File: config.mk
export PLATFORM = sky130hd
export DESIGN_NAME = segi_div
export DESIGN_NICKNAME = d
export VERILOG_FILES = /design/src/rtl/core/segi_pkg.sv /design/src/rtl/core/segi_div.sv
export SDC_FILE = /design/constraint.sdc
export NUM_CORES = 2
export LEC_CHECK = 0
export ABC_AREA = 1
export BUFFER_PORTS_ARGS = -buffer_cell sky130_fd_sc_hd__clkbuf_2
export CAP_MARGIN = 30
export CORE_AREA = 2 2 486 730
export DETAILED_ROUTE_END_ITERATION = 8
export DIE_AREA = 0 0 488 732
export GPL_ROUTABILITY_DRIVEN = 0
export SLEW_MARGIN = 20
export SYNTH_ARGS = -nofsm -noshare
export SYNTH_HDL_FRONTEND = slang
export SYNTH_SLANG_ARGS = --single-unit
File: constraint.sdc
create_clock -name clk_i -period 2.55 [get_ports clk_i]
set_clock_uncertainty 0.1 [all_clocks]
set_input_delay 0.1275 -clock clk_i [delete_from_list [all_inputs] [get_ports clk_i]]
set_output_delay 0.1275 -clock clk_i [all_outputs]
set_load 0.02 [all_outputs]
File: src/rtl/core/segi_pkg.sv
// shared constants and control types for the segment intersection core
package segi_pkg;

  localparam int unsigned TOL_W = 15;
  localparam logic [TOL_W-1:0] TOL_RESET = 15'd4;

  typedef struct packed {
    logic valid;
    logic neg;
  } div_ctl_t;

endpackage

File: src/rtl/core/segi_div.sv
// pipelined restoring divider, one quotient bit per stage, saturating signed result
module segi_div
  import segi_pkg::*;
#(
  parameter int unsigned W  = 16,
  parameter int unsigned NW = 51,
  parameter int unsigned DW = 35
) (
  input  logic                clk_i,
  input  logic                rst_ni,
  input  logic                en_i,
  input  div_ctl_t            ctl_i,
  input  logic [NW-1:0]       n_i,
  input  logic [DW-1:0]       d_i,
  output div_ctl_t            ctl_o,
  output logic signed [W-1:0] q_o
);

  localparam logic [W-1:0] HALF = W'(1) << (W - 1);

  div_ctl_t       ctl_q [W+1];
  logic [NW-1:0]  rem_q [W+1];
  logic [DW-1:0]  d_q   [W+1];
  logic [W-1:0]   quo_q [W+1];
  logic           ovf_q [W+1];

  logic ovf_d;
  assign ovf_d = {1'b0, n_i} >= ({1'b0, NW'(d_i)} << W);

  always_ff @(posedge clk_i or negedge rst_ni) begin
    if (!rst_ni) begin
      ctl_q[0] <= '0;
    end else if (en_i) begin
      ctl_q[0] <= ctl_i;
    end
  end

  always_ff @(posedge clk_i) begin
    if (en_i) begin
      rem_q[0] <= n_i;
      d_q[0]   <= d_i;
      quo_q[0] <= '0;
      ovf_q[0] <= ovf_d;
    end
  end

  for (genvar s = 1; s <= W; s++) begin : g_stage
    logic [NW:0]   trial;
    logic          take;
    logic [W-1:0]  quo_d;
    assign trial = {1'b0, rem_q[s-1]} - ({1'b0, NW'(d_q[s-1])} << (W - s));
    assign take  = !trial[NW];
    always_comb begin
      quo_d = quo_q[s-1];
      quo_d[W-s] = take;
    end

    always_ff @(posedge clk_i or negedge rst_ni) begin
      if (!rst_ni) begin
        ctl_q[s] <= '0;
      end else if (en_i) begin
        ctl_q[s] <= ctl_q[s-1];
      end
    end

    always_ff @(posedge clk_i) begin
      if (en_i) begin
        rem_q[s] <= take ? trial[NW-1:0] : rem_q[s-1];
        d_q[s]   <= d_q[s-1];
        quo_q[s] <= quo_d;
        ovf_q[s] <= ovf_q[s-1];
      end
    end
  end

  logic [W-1:0] qv;
  assign qv    = quo_q[W];
  assign ctl_o = ctl_q[W];

  always_comb begin
    if (ctl_q[W].neg) begin
      if (ovf_q[W] || qv > HALF) q_o = signed'(HALF);
      else                       q_o = signed'(~qv + W'(1));
    end else begin
      if (ovf_q[W] || qv > HALF - W'(1)) q_o = signed'(HALF - W'(1));
      else                                q_o = signed'(qv);
    end
  end

  a_rem_below_divisor: assert property (@(posedge clk_i) disable iff (!rst_ni)
    ctl_q[W].valid && !ovf_q[W] |-> rem_q[W] < NW'(d_q[W]))
    else $error("divider remainder not below divisor");

endmodule

==> metrics.txt, run 1 <==
Synth Area in Simple Gates 29.1%; Ports 109; EDFF count, synth 1529; synthesized area 105000 µm²; H-tree Lvls 4; Halt Reason [ERROR GRT-0116] Global routing finished with congestion. Check the congestion regions in the DRC Viewer.; syn avg cell area 7.56 µm²; Failed at 5_1_grt; clock sink count 1563; final global-route overflow total 3; post-synthesis mux area share 0.0537%; largest family of logic cells by synthesized area simple AND/OR/NAND/NOR gates; Cells after Synth 13868; Initial Util 29.9%; clock tree buffer depth 4; asr flop ratio synth 2.18%; status aborted with a tool error; register area share after synthesis 44.6%; first-pass GRT wire length 758000 µm; Post-Synth XOR/XNOR Area 2.70%; Synth Net Count 14569; number of global-route vias before repair 112440; #FFs+latches synth 1563; Die Y 732 µm; CTS Buf Count 185; Clk Tree Root Cell clkbuf_16; Placed Area 130000 µm²; largest net degree at the start of global routing 105; Distinct cells, synth 54; Post-Synth Adder-Cell Area 7.38%; Yosys warnings 0; total track usage 29.6%; port buffer count 108; main flop type after synthesis edfxtp_1; DP HPWL 348000 µm; Compound-Gate Fraction of Synth Area 5.98%; # rows 267; Die X 488 µm
-- per-layer routing --
metal  GRT overflow  track usage, %
met5              0            5.55
met2              2            46.4
met4              1            32.6
met1              0            24.9
met3              0            15.9
-- logic make-up after synthesis --
logic type / Yosys count
flops: 1563
mux: 5
compound gates: 1149
buf+inv: 2730
fa+ha+maj: 610
simple gates: 7488
xor+xnor: 323
-- through the flow --
stage | instances | setup TNS, ps | hold WS (ps) | setup slack, ps
detailed placement | 20961 | -96100 | 158 | -581
CTS | 21696 | -20670 | 18.1 | -754
global placement | 20960 | -91170 | 158 | -1200
floorplan | 13868 | 0 | -268 | 55.4
-- synthesized netlist by cell type, types with 12 or more instances --
cell | count | area (µm²)
clkbuf_1 | 13 | 48.8
nand4_1 | 144 | 901
nand3_1 | 689 | 3450
nand2_1 | 5165 | 19400
nand2_2 | 14 | 87.6
buf_2 | 48 | 240
o21bai_1 | 59 | 443
nor3_1 | 104 | 521
o21ai_2 | 21 | 184
inv_1 | 2579 | 9680
nand3b_1 | 147 | 1100
dfrtp_1 | 34 | 851
o21ai_1 | 41 | 205
nor4_1 | 32 | 200
buf_6 | 38 | 428
nand3_2 | 16 | 160
o21ai_0 | 348 | 1740
a21oi_1 | 592 | 2960
a21oi_2 | 54 | 473
xor2_1 | 229 | 2010
nor2_2 | 26 | 163
edfxtp_1 | 1529 | 45900
xnor2_1 | 94 | 823
fa_1 | 15 | 300
and2_1 | 12 | 75.1
ha_1 | 595 | 7440
nor2_1 | 1106 | 4150
buf_4 | 27 | 203
inv_2 | 18 | 67.6
-- repair_timing --
item,4_1_cts
endpoints found under the setup margin,653
buffers inserted,206
gates cloned,33
hold buffers,178
resized for setup,1008
pin swaps,147
hold endpoints to repair,728
==> run 2: changes to the inputs <==
--- a/config.mk
+++ b/config.mk
@@ -8,10 +8,11 @@
 export ABC_AREA = 1
 export BUFFER_PORTS_ARGS = -buffer_cell sky130_fd_sc_hd__clkbuf_2
 export CAP_MARGIN = 30
-export CORE_AREA = 2 2 486 730
+export CORE_AREA = 2 2 728 730
 export DETAILED_ROUTE_END_ITERATION = 8
-export DIE_AREA = 0 0 488 732
+export DIE_AREA = 0 0 730 732
 export GPL_ROUTABILITY_DRIVEN = 0
+export PLACE_DENSITY_LB_ADDON = 0.15
 export SLEW_MARGIN = 20
 export SYNTH_ARGS = -nofsm -noshare
 export SYNTH_HDL_FRONTEND = slang
==> constraint.sdc (replaced) <==
create_clock -name clk_i -period 3.3 [get_ports clk_i]
set_clock_uncertainty 0.1 [all_clocks]
set_input_delay 0.165 -clock clk_i [delete_from_list [all_inputs] [get_ports clk_i]]
set_output_delay 0.165 -clock clk_i [all_outputs]
set_load 0.02 [all_outputs]
==> metrics.txt, run 2 <==
final global-route overflow total 0; DP HPWL 358000 µm (was 348000 µm); commonest non-fill, non-tap cell in the layout nand2_1; EDFF count, synth 1529 (unchanged); total track usage 15.5%; CTS Buf Count 204 (was 185); post-synth top area cell edfxtp_1 (unchanged); worst slew pin tran 857 ps; Cells after DPL 21107 (was 20961); max-cap violations 0; DRT iter0 DRCs 5742; CP endpoint kind output pin; initial antenna violation count 19; internal power 57000 µW; Slew headroom 42.4%; Setup CP Type flip-flop to output pin; largest net degree at the start of global routing 122; first-pass GRT wire length 609000 µm; Yosys warnings 0 (unchanged); Synth Net Count 14569 (unchanged); final WL 427000 µm; Overall Power 103000 µW; number of global-route vias before repair 89448; register area share after synthesis 44.6% (unchanged); final worst slack 137 ps; max reg flops 816; P per Cell Area 828 nW/µm²; clock share of power 22.5%; switching part of the total 44.9%; Initial Util 19.9% (was 29.9%); Sw Pwr 46500 µW; Synth top cells by count nand2_1, inv_1, edfxtp_1 (unchanged); Hold WC Path Type input port to flip-flop; main flop type after synthesis edfxtp_1 (unchanged); sequential power share 31.2%; drt pass-1 iters 6; Peak Freq 316 MHz; minimum clock period 3160 ps; CP Data Required Time 3030 ps; area of the core 527000 µm²; port buffer count 108 (unchanged); final hold vios 0; Die Y 732 µm (unchanged); # rows 267 (unchanged); RSZ-0062 raised after global routing true; most area-consuming cells after synthesis edfxtp_1, nand2_1, inv_1 (unchanged); Vias/cell 4.11; #FFs+latches synth 1563 (unchanged); Leakage 0.0583 µW; Clk Tree Root Cell clkbuf_16 (unchanged); Cells after Synth 13868 (unchanged); asr flop ratio synth 2.18% (unchanged); clk slew on worst S/H paths 60 ps; DRC 0; Ports 109 (unchanged); Final Util 23.7%; clk_lat worst skew 980 ps; most frequent cells in the layout nand2_1, inv_1, edfxtp_1; worst hold slack 77.9 ps; syn avg cell area 7.56 µm² (unchanged); Worst VDD drop 0.451 mV; pre-CTS setup slack 106 ps (was -581 ps); clock sink count 1563 (unchanged); WL per Instance 19.7 µm; most flop-heavy register rem_q; clock tree buffer depth 4 (unchanged); final setup violating endpoints 0; Logic pwr share 46.3%; top flop regs rem_q: 816 flops, d_q: 560 flops, quo_q: 136 flops; routed vias 89063; ANT nets after route 0; Final #Nets 15202; Die X 730 µm (was 488 µm); CTS tree yes; H-tree Lvls 4 (unchanged); status finished clean (was aborted with a tool error); Non-Filler Instances 21681; synthesized area 105000 µm² (unchanged); crit path max fanout 3; fraction of layout cells with a size suffix above 1 6.14%; Max Transition Viols Final 0; Critical Path AT 2900 ps; count leader, synth nand2_1 (unchanged); Area growth syn-to-layout 19.1%; Startpoint Class flip-flop; Synth top area share 43.8% (unchanged); Final Cycle Share 95.8%; Die ar. 534000 µm²; Distinct cells, synth 54 (unchanged)
==> run 2: cell counts after synthesis <==
No cell type changed its count.
==> run 2: path summary, 6_finish.rpt <==
kind                       slack [ps]                      end  cells after the start               startpoint
max                               140                  q_o[14]                     11    quo_q[1][0]$_DFFE_PP_
min                                80   rem_q[0][11]$_DFFE_PP_                      2                  n_i[11]
max reg2reg                       170  rem_q[0][316]$_DFFE_PP_                     11  rem_q[0][286]$_DFFE_PP_
min reg2reg                       260  rem_q[0][157]$_DFFE_PP_                      0  rem_q[0][106]$_DFFE_PP_
max in group asynchronous        2720    ctl_q[13]$_DFFE_PN0P_                      4                   rst_ni
min in group asynchronous         160     ctl_o[0]$_DFFE_PN0P_                      4                   rst_ni
==> run 2: cell type report <==
cell class	count	area [µm²]
clock buffers	239	5280
repair buffers	555	5120
multi-input cells	9576	47600
clock inverters	133	1570
well taps	6994	8750
diodes	20	50.0
inverters	2601	9770
flip-flops and latches	1563	46800
fillers	58475	402000
==> run 2: cells by family (layout without fill, tap and decap cells) <==
family	count (synthesis)	count (layout)	share of synthesized area (%)
flops	1563	1563	44.6
other cells	0	20	0
compound gates	1149	1149	5.98
mux	5	5	0.0537
xor+xnor	323	323	2.70
fa+ha+maj	610	610	7.38
buf+inv	2730	3528	10.2
simple gates	7488	7489	29.1
==> run 2: critical path, stage by stage, from the launching register on <==
cell and delay, ps:
edfxtp_1 500, inv_2 120, ha_4 150, nand3_4 100, nor3_2 180, nand3b_1 200
nor3_4 210, nand2_1 80, nand2_1 60, nand4_1 90, nand2_1 130, clkbuf_8 150
==> run 2: routing by layer <==
metal	vias to the layer above	part of all wire, %	GRT usage, %
met1	41260	42	18.5
met2	1690	49	27.7
li1	45407	-	-
met3	702	2.8	1.35
met4	4	5.8	7.75
met5	-	0.0063	0
==> run 2: per-stage QoR <==
step	setup TNS (ps)	instance area [µm²]
after floorplan	0	105000
after global placement	0	116000
after detailed placement	0	116000
after CTS	-477	125000
after global routing	-163	125000
final	0	125000
==> run 2: repair_timing <==
| action | in CTS | in global routing |
|---|---|---|
| resized for setup | 63 | 10 |
| buffers inserted | 4 | 7 |
| cloned | 1 | 0 |
| endpoints found under the setup margin | 16 | 32 |
| pin swaps | 7 | 4 |
| hold buffers | 170 | 0 |
| hold endpoints to repair | 704 | 0 |
==> run 2: power by group through the flow <==
stage	sequential (µW)	clock (µW)	combinational, µW
final	32300	23200	47900
after global routing	32700	24800	53600
after CTS	32400	24100	48200
after detailed placement	32800	0	47800
after global placement	33000	0	48000
after floorplan	29600	0	30800
Power figures use the tool's default switching activity.
